--- src/wrm_pkg.sv ---
// wrm_pkg: shared constants, payload structs and register indexes for the
// windowed RMS meter. No dependencies; every other file imports it.
`timescale 1ns / 1ps

package wrm_pkg;

   // Window length in sample pairs; must be a power of two (32..256)
   localparam int WINDOW       = 64;
   localparam int WINDOW_LOG2  = $clog2(WINDOW);
   // Bits of each raw sample that take part (8..12)
   localparam int SAMPLE_BITS  = 12;

   localparam int FIELD_W      = 12;
   localparam int DIFF_W       = FIELD_W + 2;
   localparam int SQ_W         = 2 * SAMPLE_BITS;
   localparam int SUM_W        = 32;
   localparam int CNT_W        = $clog2(WINDOW);

   localparam int GAIN_W       = 24;
   localparam int OUT_W        = 24;
   localparam int FRAC_SHIFT   = 16;
   localparam int MEAN_W       = SUM_W - WINDOW_LOG2;
   localparam int RAD_W        = MEAN_W + FRAC_SHIFT;
   localparam int ROOT_W       = (RAD_W + 1) / 2;
   localparam int RAD_PAD_W    = 2 * ROOT_W;
   localparam int REM_W        = ROOT_W + 2;
   localparam int PROD_W       = ROOT_W + GAIN_W;
   localparam int STEP_W       = $clog2(ROOT_W);

   localparam int QUEUE_DEPTH  = 2;
   localparam int QPTR_W       = $clog2(QUEUE_DEPTH);
   localparam int QCNT_W       = $clog2(QUEUE_DEPTH + 1);

   localparam int CSR_IDX_W    = 2;
   localparam int CSR_DATA_W   = 24;

   localparam logic [FIELD_W-1:0] BIAS_RESET  = FIELD_W'(2048);
   localparam logic [GAIN_W-1:0]  GAIN_RESET  = GAIN_W'(65536);

   typedef enum logic [CSR_IDX_W-1:0] {
      CSR_DC_BIAS      = 2'd0,
      CSR_CALIB_OFFSET = 2'd1,
      CSR_CURRENT_GAIN = 2'd2,
      CSR_VOLTAGE_GAIN = 2'd3
   } csr_index_type;

   typedef struct packed {
      logic [FIELD_W-1:0] current_sample;
      logic [FIELD_W-1:0] voltage_sample;
   } wrm_req_type;

   typedef struct packed {
      logic [OUT_W-1:0] rms_current;
      logic [OUT_W-1:0] rms_voltage;
   } wrm_rsp_type;

   typedef struct packed {
      logic [SUM_W-1:0] current_sum;
      logic [SUM_W-1:0] voltage_sum;
   } wrm_sums_type;

   typedef struct packed {
      logic valid;
      logic full;
   } wrm_queue_status_type;

endpackage

--- src/windowed_rms_meter_core.sv ---
// windowed_rms_meter_core: top level of the windowed true-RMS meter.
// Holds the configuration registers; instantiates wrm_front, wrm_queue, wrm_back.
// Depends on wrm_pkg.
//
//   channel | ports                          | moves
//   --------+--------------------------------+--------------------------------
//   request | req_valid / req_ready / req_data | one raw current/voltage pair
//   result  | rsp_valid / rsp_ready / rsp_data | current and voltage RMS, Q16.8
//   config  | csr_write_en / csr_index / csr_wdata | register write, no wait
//
// Sample pairs are taken one per cycle; the front squares in one stage and
// accumulates in the next. A window closes every WINDOW transactions and its
// sums go to a two-entry queue. The back's work per window is set by the shared
// one-digit-per-cycle square root; the queue lets the front keep running
// meanwhile.
// Reset is synchronous and active high; it clears all control state and loads
// the register defaults. The front stalls only when a closing transaction finds
// the queue full; the back holds a finished result while rsp_ready is low.
`timescale 1ns / 1ps

module windowed_rms_meter_core import wrm_pkg::*; (
   input  logic                   clock,
   input  logic                   reset,
   input  logic                   req_valid,
   output logic                   req_ready,
   input  wrm_req_type            req_data,
   output logic                   rsp_valid,
   input  logic                   rsp_ready,
   output wrm_rsp_type            rsp_data,
   input  logic                   csr_write_en,
   input  logic [CSR_IDX_W-1:0]   csr_index,
   input  logic [CSR_DATA_W-1:0]  csr_wdata
);

   // configuration registers
   logic [FIELD_W-1:0]        bias_ff,  bias_in;
   logic signed [FIELD_W-1:0] calib_ff, calib_in;
   logic [GAIN_W-1:0]         igain_ff, igain_in;
   logic [GAIN_W-1:0]         vgain_ff, vgain_in;

   // front/back coupling
   wrm_queue_status_type      q_status;
   logic                      q_push;
   logic                      q_pop;
   wrm_sums_type              q_push_data;
   wrm_sums_type              q_pop_data;

   // decode a register write; keep only the register's own low bits
   always_comb begin
      bias_in  = bias_ff;
      calib_in = calib_ff;
      igain_in = igain_ff;
      vgain_in = vgain_ff;
      if (csr_write_en) begin
         case (csr_index_type'(csr_index))
            CSR_DC_BIAS:      bias_in  = csr_wdata[FIELD_W-1:0];
            CSR_CALIB_OFFSET: calib_in = $signed(csr_wdata[FIELD_W-1:0]);
            CSR_CURRENT_GAIN: igain_in = csr_wdata[GAIN_W-1:0];
            CSR_VOLTAGE_GAIN: vgain_in = csr_wdata[GAIN_W-1:0];
            default: begin
               bias_in = bias_ff;
            end
         endcase
      end
   end

   always_ff @(posedge clock) begin
      if (reset) begin
         bias_ff  <= BIAS_RESET;
         calib_ff <= '0;
         igain_ff <= GAIN_RESET;
         vgain_ff <= GAIN_RESET;
      end else begin
         bias_ff  <= bias_in;
         calib_ff <= calib_in;
         igain_ff <= igain_in;
         vgain_ff <= vgain_in;
      end
   end

   // accept, square and accumulate
   wrm_front u_front (
      .clock        (clock),
      .reset        (reset),
      .req_valid    (req_valid),
      .req_ready    (req_ready),
      .req_data     (req_data),
      .dc_bias      (bias_ff),
      .calib_offset (calib_ff),
      .q_status     (q_status),
      .q_push       (q_push),
      .q_push_data  (q_push_data)
   );

   // decouple window closing from the root computation
   wrm_queue u_queue (
      .clock     (clock),
      .reset     (reset),
      .push      (q_push),
      .push_data (q_push_data),
      .pop       (q_pop),
      .status    (q_status),
      .pop_data  (q_pop_data)
   );

   // root, scale, saturate, deliver
   wrm_back u_back (
      .clock        (clock),
      .reset        (reset),
      .q_status     (q_status),
      .q_pop_data   (q_pop_data),
      .q_pop        (q_pop),
      .current_gain (igain_ff),
      .voltage_gain (vgain_ff),
      .rsp_valid    (rsp_valid),
      .rsp_ready    (rsp_ready),
      .rsp_data     (rsp_data)
   );

   // a window never lands on a full queue
   assert property (@(posedge clock) disable iff (reset) q_push |-> !q_status.full)
      else $error("window sums pushed into a full queue");

   // the back only pops what is there
   assert property (@(posedge clock) disable iff (reset) q_pop |-> q_status.valid)
      else $error("queue popped while empty");

   // no result right after reset
   assert property (@(posedge clock) $past(reset) && !reset |-> !rsp_valid)
      else $error("result valid right after reset");

   // the request side stalls only when the queue is full
   assert property (@(posedge clock) disable iff (reset) !req_ready |-> q_status.full)
      else $error("request stalled with room in the queue");

endmodule

--- src/wrm_front.sv ---
// wrm_front: accepts sample pairs, centers, clamps and squares them, and
// accumulates the window sums. Pushes finished sums to the queue. Uses wrm_pkg.
`timescale 1ns / 1ps

module wrm_front import wrm_pkg::*; (
   input  logic                      clock,
   input  logic                      reset,
   input  logic                      req_valid,
   output logic                      req_ready,
   input  wrm_req_type               req_data,
   input  logic [FIELD_W-1:0]        dc_bias,
   input  logic signed [FIELD_W-1:0] calib_offset,
   input  wrm_queue_status_type      q_status,
   output logic                      q_push,
   output wrm_sums_type              q_push_data
);

   localparam logic signed [DIFF_W-1:0] LIMIT_POS = DIFF_W'((1 << SAMPLE_BITS) - 1);
   localparam logic signed [DIFF_W-1:0] LIMIT_NEG = -LIMIT_POS;

   function automatic logic [SQ_W-1:0] centered_square(
      input logic [FIELD_W-1:0]        raw,
      input logic [FIELD_W-1:0]        bias,
      input logic signed [FIELD_W-1:0] calib
   );
      logic signed [DIFF_W-1:0] d;
      logic [SAMPLE_BITS-1:0]   mag;
      d = $signed(DIFF_W'(raw[SAMPLE_BITS-1:0])) - $signed(DIFF_W'(bias))
          - DIFF_W'(calib);
      if (d > LIMIT_POS || d < LIMIT_NEG) begin
         mag = SAMPLE_BITS'(LIMIT_POS);
      end else if (d < 0) begin
         mag = SAMPLE_BITS'(-d);
      end else begin
         mag = SAMPLE_BITS'(d);
      end
      return SQ_W'(mag) * SQ_W'(mag);
   endfunction

   logic              accept;
   logic              advance;
   logic              win_end;

   logic              sq_valid_ff, sq_valid_in;
   logic              sq_last_ff,  sq_last_in;
   logic [SQ_W-1:0]   sq_cur_ff,   sq_cur_in;
   logic [SQ_W-1:0]   sq_vol_ff,   sq_vol_in;
   logic [CNT_W-1:0]  count_ff,    count_in;
   logic [SUM_W-1:0]  sum_cur_ff,  sum_cur_in;
   logic [SUM_W-1:0]  sum_vol_ff,  sum_vol_in;
   logic [SUM_W-1:0]  sum_cur_add, sum_vol_add;

   // hold the closing square while the queue is full
   assign advance   = sq_valid_ff && !(sq_last_ff && q_status.full);
   assign req_ready = !sq_valid_ff || advance;
   assign accept    = req_valid && req_ready;
   assign win_end   = (count_ff == CNT_W'(WINDOW - 1));

   assign sum_cur_add = sum_cur_ff + SUM_W'(sq_cur_ff);
   assign sum_vol_add = sum_vol_ff + SUM_W'(sq_vol_ff);

   assign q_push                  = advance && sq_last_ff;
   assign q_push_data.current_sum = sum_cur_add;
   assign q_push_data.voltage_sum = sum_vol_add;

   always_comb begin
      sq_valid_in = sq_valid_ff;
      sq_last_in  = sq_last_ff;
      sq_cur_in   = sq_cur_ff;
      sq_vol_in   = sq_vol_ff;
      count_in    = count_ff;
      sum_cur_in  = sum_cur_ff;
      sum_vol_in  = sum_vol_ff;
      if (advance) begin
         sq_valid_in = 1'b0;
         if (sq_last_ff) begin
            sum_cur_in = '0;
            sum_vol_in = '0;
         end else begin
            sum_cur_in = sum_cur_add;
            sum_vol_in = sum_vol_add;
         end
      end
      if (accept) begin
         sq_valid_in = 1'b1;
         sq_last_in  = win_end;
         sq_cur_in   = centered_square(req_data.current_sample, dc_bias, calib_offset);
         sq_vol_in   = centered_square(req_data.voltage_sample, dc_bias, calib_offset);
         count_in    = win_end ? '0 : count_ff + CNT_W'(1);
      end
   end

   always_ff @(posedge clock) begin
      if (reset) begin
         sq_valid_ff <= 1'b0;
         sq_last_ff  <= 1'b0;
         count_ff    <= '0;
         sum_cur_ff  <= '0;
         sum_vol_ff  <= '0;
      end else begin
         sq_valid_ff <= sq_valid_in;
         sq_last_ff  <= sq_last_in;
         count_ff    <= count_in;
         sum_cur_ff  <= sum_cur_in;
         sum_vol_ff  <= sum_vol_in;
      end
   end

   always_ff @(posedge clock) begin
      sq_cur_ff <= sq_cur_in;
      sq_vol_ff <= sq_vol_in;
   end

endmodule

--- src/wrm_queue.sv ---
// wrm_queue: short FIFO of finished window sums between front and back.
// Uses wrm_pkg.
`timescale 1ns / 1ps

module wrm_queue import wrm_pkg::*; (
   input  logic                 clock,
   input  logic                 reset,
   input  logic                 push,
   input  wrm_sums_type         push_data,
   input  logic                 pop,
   output wrm_queue_status_type status,
   output wrm_sums_type         pop_data
);

   wrm_sums_type       entry_ff [QUEUE_DEPTH];
   logic [QPTR_W-1:0]  wr_ptr_ff, wr_ptr_in;
   logic [QPTR_W-1:0]  rd_ptr_ff, rd_ptr_in;
   logic [QCNT_W-1:0]  count_ff,  count_in;

   assign status.valid = (count_ff != '0);
   assign status.full  = (count_ff == QCNT_W'(QUEUE_DEPTH));
   assign pop_data     = entry_ff[rd_ptr_ff];

   always_comb begin
      wr_ptr_in = wr_ptr_ff;
      rd_ptr_in = rd_ptr_ff;
      count_in  = count_ff;
      if (push) begin
         wr_ptr_in = (wr_ptr_ff == QPTR_W'(QUEUE_DEPTH - 1)) ? '0 : wr_ptr_ff + QPTR_W'(1);
      end
      if (pop) begin
         rd_ptr_in = (rd_ptr_ff == QPTR_W'(QUEUE_DEPTH - 1)) ? '0 : rd_ptr_ff + QPTR_W'(1);
      end
      if (push && !pop) begin
         count_in = count_ff + QCNT_W'(1);
      end else if (pop && !push) begin
         count_in = count_ff - QCNT_W'(1);
      end
   end

   always_ff @(posedge clock) begin
      if (reset) begin
         wr_ptr_ff <= '0;
         rd_ptr_ff <= '0;
         count_ff  <= '0;
      end else begin
         wr_ptr_ff <= wr_ptr_in;
         rd_ptr_ff <= rd_ptr_in;
         count_ff  <= count_in;
      end
   end

   always_ff @(posedge clock) begin
      if (push) begin
         entry_ff[wr_ptr_ff] <= push_data;
      end
   end

endmodule

--- src/wrm_back.sv ---
// wrm_back: per window, shared digit-by-digit square root, gain multiply,
// saturation and the result register. Uses wrm_pkg.
`timescale 1ns / 1ps

module wrm_back import wrm_pkg::*; (
   input  logic                 clock,
   input  logic                 reset,
   input  wrm_queue_status_type q_status,
   input  wrm_sums_type         q_pop_data,
   output logic                 q_pop,
   input  logic [GAIN_W-1:0]    current_gain,
   input  logic [GAIN_W-1:0]    voltage_gain,
   output logic                 rsp_valid,
   input  logic                 rsp_ready,
   output wrm_rsp_type          rsp_data
);

   typedef enum logic [4:0] {
      BK_IDLE  = 5'b00001,
      BK_ROOT  = 5'b00010,
      BK_MUL   = 5'b00100,
      BK_SCALE = 5'b01000,
      BK_OUT   = 5'b10000
   } bk_state_type;

   // mean = floor(sum / WINDOW), then 16 zero bits give 8 root fraction bits
   function automatic logic [RAD_PAD_W-1:0] load_radicand(input logic [SUM_W-1:0] sum);
      return RAD_PAD_W'({sum[SUM_W-1:WINDOW_LOG2], {FRAC_SHIFT{1'b0}}});
   endfunction

   bk_state_type          state_ff, state_in;
   logic                  chan_ff,  chan_in;
   logic [STEP_W-1:0]     step_ff,  step_in;
   logic                  rsp_valid_ff, rsp_valid_in;

   logic [SUM_W-1:0]      vsum_ff,  vsum_in;
   logic [RAD_PAD_W-1:0]  rad_ff,   rad_in;
   logic [REM_W-1:0]      rem_ff,   rem_in;
   logic [ROOT_W-1:0]     root_ff,  root_in;
   logic [PROD_W-1:0]     prod_ff,  prod_in;
   logic [OUT_W-1:0]      resc_ff,  resc_in;
   wrm_rsp_type           rsp_ff,   rsp_in;

   logic [REM_W-1:0]      rem_shift;
   logic [REM_W-1:0]      trial;
   logic                  take;
   logic [GAIN_W-1:0]     gain_sel;
   logic [OUT_W-1:0]      scaled;

   assign rem_shift = {rem_ff[REM_W-3:0], rad_ff[RAD_PAD_W-1 -: 2]};
   assign trial     = {root_ff, 2'b01};
   assign take      = (rem_shift >= trial);
   assign gain_sel  = chan_ff ? voltage_gain : current_gain;
   assign scaled    = (|prod_ff[PROD_W-1:FRAC_SHIFT+OUT_W]) ? '1 :
                      prod_ff[FRAC_SHIFT+OUT_W-1:FRAC_SHIFT];

   assign q_pop     = (state_ff == BK_IDLE) && q_status.valid;
   assign rsp_valid = rsp_valid_ff;
   assign rsp_data  = rsp_ff;

   always_comb begin
      state_in     = state_ff;
      chan_in      = chan_ff;
      step_in      = step_ff;
      rsp_valid_in = rsp_valid_ff && !rsp_ready;
      vsum_in      = vsum_ff;
      rad_in       = rad_ff;
      rem_in       = rem_ff;
      root_in      = root_ff;
      prod_in      = prod_ff;
      resc_in      = resc_ff;
      rsp_in       = rsp_ff;
      case (state_ff)
         BK_IDLE: begin
            if (q_status.valid) begin
               vsum_in  = q_pop_data.voltage_sum;
               rad_in   = load_radicand(q_pop_data.current_sum);
               rem_in   = '0;
               root_in  = '0;
               step_in  = STEP_W'(ROOT_W - 1);
               chan_in  = 1'b0;
               state_in = BK_ROOT;
            end
         end
         BK_ROOT: begin
            rad_in  = {rad_ff[RAD_PAD_W-3:0], 2'b00};
            rem_in  = take ? rem_shift - trial : rem_shift;
            root_in = {root_ff[ROOT_W-2:0], take};
            step_in = step_ff - STEP_W'(1);
            if (step_ff == '0) begin
               state_in = BK_MUL;
            end
         end
         BK_MUL: begin
            prod_in  = PROD_W'(root_ff) * PROD_W'(gain_sel);
            state_in = BK_SCALE;
         end
         BK_SCALE: begin
            if (!chan_ff) begin
               resc_in  = scaled;
               rad_in   = load_radicand(vsum_ff);
               rem_in   = '0;
               root_in  = '0;
               step_in  = STEP_W'(ROOT_W - 1);
               chan_in  = 1'b1;
               state_in = BK_ROOT;
            end else begin
               state_in = BK_OUT;
            end
         end
         BK_OUT: begin
            // wait for the result register to drain; the voltage product holds
            if (!rsp_valid_ff || rsp_ready) begin
               rsp_in.rms_current = resc_ff;
               rsp_in.rms_voltage = scaled;
               rsp_valid_in       = 1'b1;
               state_in           = BK_IDLE;
            end
         end
         default: begin
            state_in = BK_IDLE;
         end
      endcase
   end

   always_ff @(posedge clock) begin
      if (reset) begin
         state_ff     <= BK_IDLE;
         chan_ff      <= 1'b0;
         step_ff      <= '0;
         rsp_valid_ff <= 1'b0;
      end else begin
         state_ff     <= state_in;
         chan_ff      <= chan_in;
         step_ff      <= step_in;
         rsp_valid_ff <= rsp_valid_in;
      end
   end

   always_ff @(posedge clock) begin
      vsum_ff <= vsum_in;
      rad_ff  <= rad_in;
      rem_ff  <= rem_in;
      root_ff <= root_in;
      prod_ff <= prod_in;
      resc_ff <= resc_in;
      rsp_ff  <= rsp_in;
   end

endmodule

--- config.mk ---
export PLATFORM = sky130hd
export DESIGN_NAME = windowed_rms_meter_core
export DESIGN_NICKNAME = d
export VERILOG_FILES = /design/src/wrm_pkg.sv /design/src/windowed_rms_meter_core.sv /design/src/wrm_front.sv /design/src/wrm_queue.sv /design/src/wrm_back.sv
export SDC_FILE = /design/constraint.sdc
export NUM_CORES = 2
export LEC_CHECK = 0
export ABC_AREA = 0
export BUFFER_PORTS_ARGS = -buffer_cell sky130_fd_sc_hd__clkbuf_2
export CAP_MARGIN = 25
export CORE_MARGIN = 2
export CORE_UTILIZATION = 59
export CTS_CLUSTER_DIAMETER = 50
export CTS_CLUSTER_SIZE = 40
export DETAILED_ROUTE_END_ITERATION = 16
export PLACE_DENSITY = 0.79
export SYNTH_ARGS = -nofsm -noshare
export SYNTH_HDL_FRONTEND = slang
export SYNTH_SLANG_ARGS = --single-unit
export TNS_END_PERCENT = 10
--- constraint.sdc ---
create_clock -name clock -period 9.1 [get_ports clock]
set_input_delay 0.455 -clock clock [delete_from_list [all_inputs] [get_ports clock]]
set_output_delay 0.455 -clock clock [all_outputs]
set_load 0.005 [all_outputs]
==> flow_summary.html <==
<table>
<tr><th>Metric</th><th>Value</th></tr>
<tr><th colspan="2">Finish</th></tr>
<tr><td>Final net count</td><td>6235</td></tr>
<tr><td>Most common library cell in the layout ignoring fill and taps</td><td>inv_1</td></tr>
<tr><td>Area added between synthesis and finish</td><td>14.0%</td></tr>
<tr><td>Post-route insts no fill</td><td>around 6300</td></tr>
<tr><td>Layout Cell Area excl Fill</td><td>between 50000 and 60000 sq um</td></tr>
<tr><td>Utilization after layout</td><td>68.1%</td></tr>
<tr><td>Proportion of layout cells with a drive suffix above 1</td><td>about 15%</td></tr>
<tr><td>Commonest cells after routing, fill and taps aside</td><td>725 x inv_1, 630 x nand2_1, 574 x fa_1, 377 x nor2_1, 373 x ha_1</td></tr>
<tr><th colspan="2">Floorplan</th></tr>
<tr><td>Site row count</td><td>103</td></tr>
<tr><td>Top-level port count</td><td>between 100 and 150</td></tr>
<tr><td>Die X</td><td>~290 um</td></tr>
<tr><td>Effective utilization at floorplan</td><td>59.8%</td></tr>
<tr><td>Die height</td><td>roughly 290 um</td></tr>
<tr><td>Core Footprint</td><td>79300 sq um</td></tr>
<tr><td>Total die area</td><td>82600 sq um</td></tr>
<tr><th colspan="2">Synth</th></tr>
<tr><td>Number of unique standard cell types used by synthesis</td><td>a little under 90</td></tr>
<tr><td>Synthesis-stage register bit count</td><td>506</td></tr>
<tr><td>Post-synthesis instance area</td><td>47400 sq um</td></tr>
<tr><td>Post-Syn Nets</td><td>5891</td></tr>
<tr><td>Prevailing post-synth register cell</td><td>edfxtp_1</td></tr>
<tr><td>Number of enable flip-flop cells after synthesis</td><td>345</td></tr>
<tr><td>Portion of the post-synthesis area used by sequential elements</td><td>about 29%</td></tr>
<tr><td>Avg Synthesized Cell Area</td><td>9.73 sq um</td></tr>
<tr><td>Instance count of the mapped netlist</td><td>a little under 5000</td></tr>
<tr><td>Share of flip-flops with an asynchronous set or reset after synthesis</td><td>0%</td></tr>
<tr><td>Yosys warnings</td><td>0</td></tr>
<tr><th colspan="2">CTS</th></tr>
<tr><td># clock sinks</td><td>506</td></tr>
<tr><td>CTS clk-pin slew, worst paths</td><td>0.06 ns</td></tr>
<tr><td>TritonCTS clock tree</td><td>done</td></tr>
<tr><td>H-Tree Level Count</td><td>2</td></tr>
<tr><td>Clk root buf</td><td>clkbuf_16</td></tr>
<tr><td>CTS Buf Count</td><td>52</td></tr>
<tr><td>Clock insertion delay at the later pin of the skew report</td><td>0.64 ns</td></tr>
<tr><td>Max Root-Sink Buffers</td><td>3</td></tr>
<tr><th colspan="2">GRT</th></tr>
<tr><td>Global routing usage summed across all routing layers</td><td>29.0%</td></tr>
<tr><td>Number of global-route vias before repair</td><td>36800</td></tr>
<tr><td>Wire length of the first global-routing pass</td><td>roughly 190 mm</td></tr>
<tr><td>Most used routing layer in global routing</td><td>met2</td></tr>
<tr><td>Grt met2 use</td><td>49.0%</td></tr>
<tr><td>Initial antenna violation count</td><td>4</td></tr>
<tr><td>Met3 capacity usage during global routing</td><td>under 10%</td></tr>
<tr><td>Pin count of the biggest net entering global routing</td><td>84</td></tr>
<tr><td>Gr ovfl total</td><td>0</td></tr>
<tr><td>Met1 GRT Util</td><td>38.1%</td></tr>
<tr><th colspan="2">STA</th></tr>
<tr><td>Hold violation total from the final report</td><td>0</td></tr>
<tr><td>Unrepaired setup endpoints after global routing</td><td>true</td></tr>
<tr><td>Min cycle time layout</td><td>between 9 and 10 ns</td></tr>
<tr><td>Max Clk Rate</td><td>approximately 110 MHz</td></tr>
<tr><td>Setup Viol. Count Final</td><td>1</td></tr>
<tr><td>Post-Route Skew</td><td>0.0690 ns</td></tr>
<tr><td>Worst slew slack as a fraction of its limit</td><td>31.4%</td></tr>
<tr><td>Post-route worst setup slack</td><td>-0.0799 ns</td></tr>
<tr><td>TNS Setup</td><td>-0.0799 ns</td></tr>
<tr><td>Post-route fraction of the period consumed by the critical path</td><td>101%</td></tr>
<tr><td>Tightest Pin Transition</td><td>~1.0 ns</td></tr>
<tr><td>Slew Viols, Final</td><td>0</td></tr>
<tr><th colspan="2">Setup path</th></tr>
<tr><td>Highest net fanout along the worst path</td><td>6</td></tr>
<tr><td>Crit path required time</td><td>9.40 ns</td></tr>
<tr><td>Critical path data arrival time</td><td>9.48 ns</td></tr>
<tr><td>Dominant cell type by count on the critical path</td><td>fa_1</td></tr>
<tr><td>Reg2Reg Setup Slack</td><td>-0.08 ns</td></tr>
<tr><td>Endpoint type of the worst setup path</td><td>register</td></tr>
<tr><td>Critical-path top delay cell</td><td>or4_4</td></tr>
<tr><td>Worst setup path category</td><td>register to register</td></tr>
<tr><td>Worst path max stage delay</td><td>0.60 ns</td></tr>
<tr><td>Setup crit start kind</td><td>register</td></tr>
<tr><th colspan="2">Route</th></tr>
<tr><td>Ratio of routed vias to standard cells</td><td>approximately 5.7</td></tr>
<tr><td>Detailed-route wire length</td><td>119 mm</td></tr>
<tr><td>Routed length per instance</td><td>between 15 and 20 um</td></tr>
<tr><td>Routed via count</td><td>35900</td></tr>
<tr><td>Antenna-violating nets left</td><td>0</td></tr>
<tr><td>Iteration count of the initial detailed-routing pass</td><td>6</td></tr>
<tr><td>DRC violations left</td><td>0</td></tr>
<tr><td>1st-iter DRT viols</td><td>approximately 2800</td></tr>
<tr><th colspan="2">Placement</th></tr>
<tr><td>Post-detailed-placement half-perimeter wirelength</td><td>91.6 mm</td></tr>
<tr><td>RD Place Congestion</td><td>around 0.95</td></tr>
<tr><td>Cell Count Post-Placement</td><td>just over 6000</td></tr>
<tr><td>Placement Cell Area</td><td>51200 sq um</td></tr>
<tr><td>Total of buffers placed on input and output ports</td><td>104</td></tr>
<tr><th colspan="2">Outcome</th></tr>
<tr><td>Violated checks</td><td>setup timing</td></tr>
<tr><td>Outcome</td><td>finished, violations left</td></tr>
<tr><th colspan="2">Job</th></tr>
<tr><td>Max-cap check violation count</td><td>0</td></tr>
<tr><th colspan="2">Min path</th></tr>
<tr><td>Hold Crit Class</td><td>primary input to register</td></tr>
</table>
-- cell families (layout without fill, tap and decap cells) --
kind of cell | after synthesis | in the layout | share of synthesized area (%)
buf+inv | 927 | 1314 | 7.38
simple gates | 1504 | 1504 | 14.3
xor+xnor | 189 | 189 | 3.50
other cells | 0 | 1 | 0
mux | 99 | 99 | 2.23
flops | 506 | 506 | 28.7
compound gates | 677 | 678 | 9.14
fa+ha+maj | 967 | 967 | 34.7
-- registers in the layout (all words and copies together), names as in the netlist, 2 cells and up, named ones only --
name and flops:
u_queue.entry_ff 104, u_back.rsp_data 48, u_front.sum_cur_ff 32, u_front.sum_vol_ff 32, u_back.prod_ff 29, u_back.rad_ff 26, u_back.vsum_ff 26, igain_ff 24
u_back.resc_ff 24, vgain_ff 24, u_front.sq_cur_ff 23, u_front.sq_vol_ff 23, u_back.rem_ff 21, u_back.root_ff 21, bias_ff 12, calib_ff 12
u_front.count_ff 6, u_back.state_ff 5, u_back.step_ff 5, u_queue.count_ff 2
-- path summary, 6_finish.rpt --
kind,to,cells after the start,start
worst max-delay path,u_front.sq_cur_ff[23],32,bias_ff[0]
worst min register to register,u_back.rsp_data[45],0,u_back.resc_ff[21]
worst max register to register,u_front.sq_cur_ff[23],32,bias_ff[0]
worst min-delay path,igain_ff[16],3,csr_wdata[16]
-- cell usage after synthesis (all sizes together), types with 36 or more instances --
library cell  number  area, sq um
inv              736         2760
nand2            640         2400
fa               579        11600
nor2             394         1480
ha               388         4850
edfxtp           345        10400
a21oi            213         1070
clkbuf           168          631
dfxtp            161         3220
and2             148          926
o21ai            143          716
xnor2            115         1010
xor2              74          648
a21o              59          443
a22oi             53          398
nor3              53          265
mux2              52          586
mux2i             47          470
nand3             43          215
nor2b             43          269
o21a              36          270
or3               36          225
-- repair_timing --
item / CTS / global route
pin swaps: 49 / 62
gates resized for setup: 75 / 93
cloned: 1 / 0
hold buffers: 0 / 0
buffers inserted: 17 / 15
endpoints found under the setup margin: 18 / 22
-- routing by layer --
| layer | part of all wire [%] | wire (um) | vias up |
|---|---|---|---|
| met1 | 40 | 47700 | 17700 |
| met5 | 0.036 | 43 | - |
| met3 | 8.1 | 9640 | 235 |
| met2 | 49 | 57700 | 1357 |
| li1 | - | - | 16600 |
| met4 | 3.1 | 3640 | 6 |
-- through the flow --
stage | hold WS, ns | worst slack, ns
finish | 0.0542 | -0.0799
global route | 0.0503 | -0.391
CTS | 0.0313 | -0.0187
detailed placement | 0.405 | -0.790
global placement | 0.402 | -0.507
floorplan | 0.400 | -0.0561
-- final cells by class --
| type | count | area, sq um |
|---|---|---|
| Clock inverter | 44 | 576 |
| Sequential cell | 506 | 13600 |
| Antenna cell | 1 | 2.50 |
| Inverter | 743 | 2790 |
| Timing Repair Buffer | 473 | 3380 |
| Multi-Input combinational cell | 3437 | 31000 |
| Fill cell | 5791 | 25300 |
| Clock buffer | 54 | 1330 |
| Tap cell | 1050 | 1310 |
-- critical path, delay by kind of cell (launching register included) --
family	cells	cell delay [ns]
fa+ha+maj	9	3.65
simple gates	9	2.61
compound gates	8	1.61
flops	1	0.34
xor+xnor	2	0.20
buf+inv	4	0.45
Power is not shown: default switching activity piles up to over one toggle a cycle in this logic, so the estimate is an artifact.
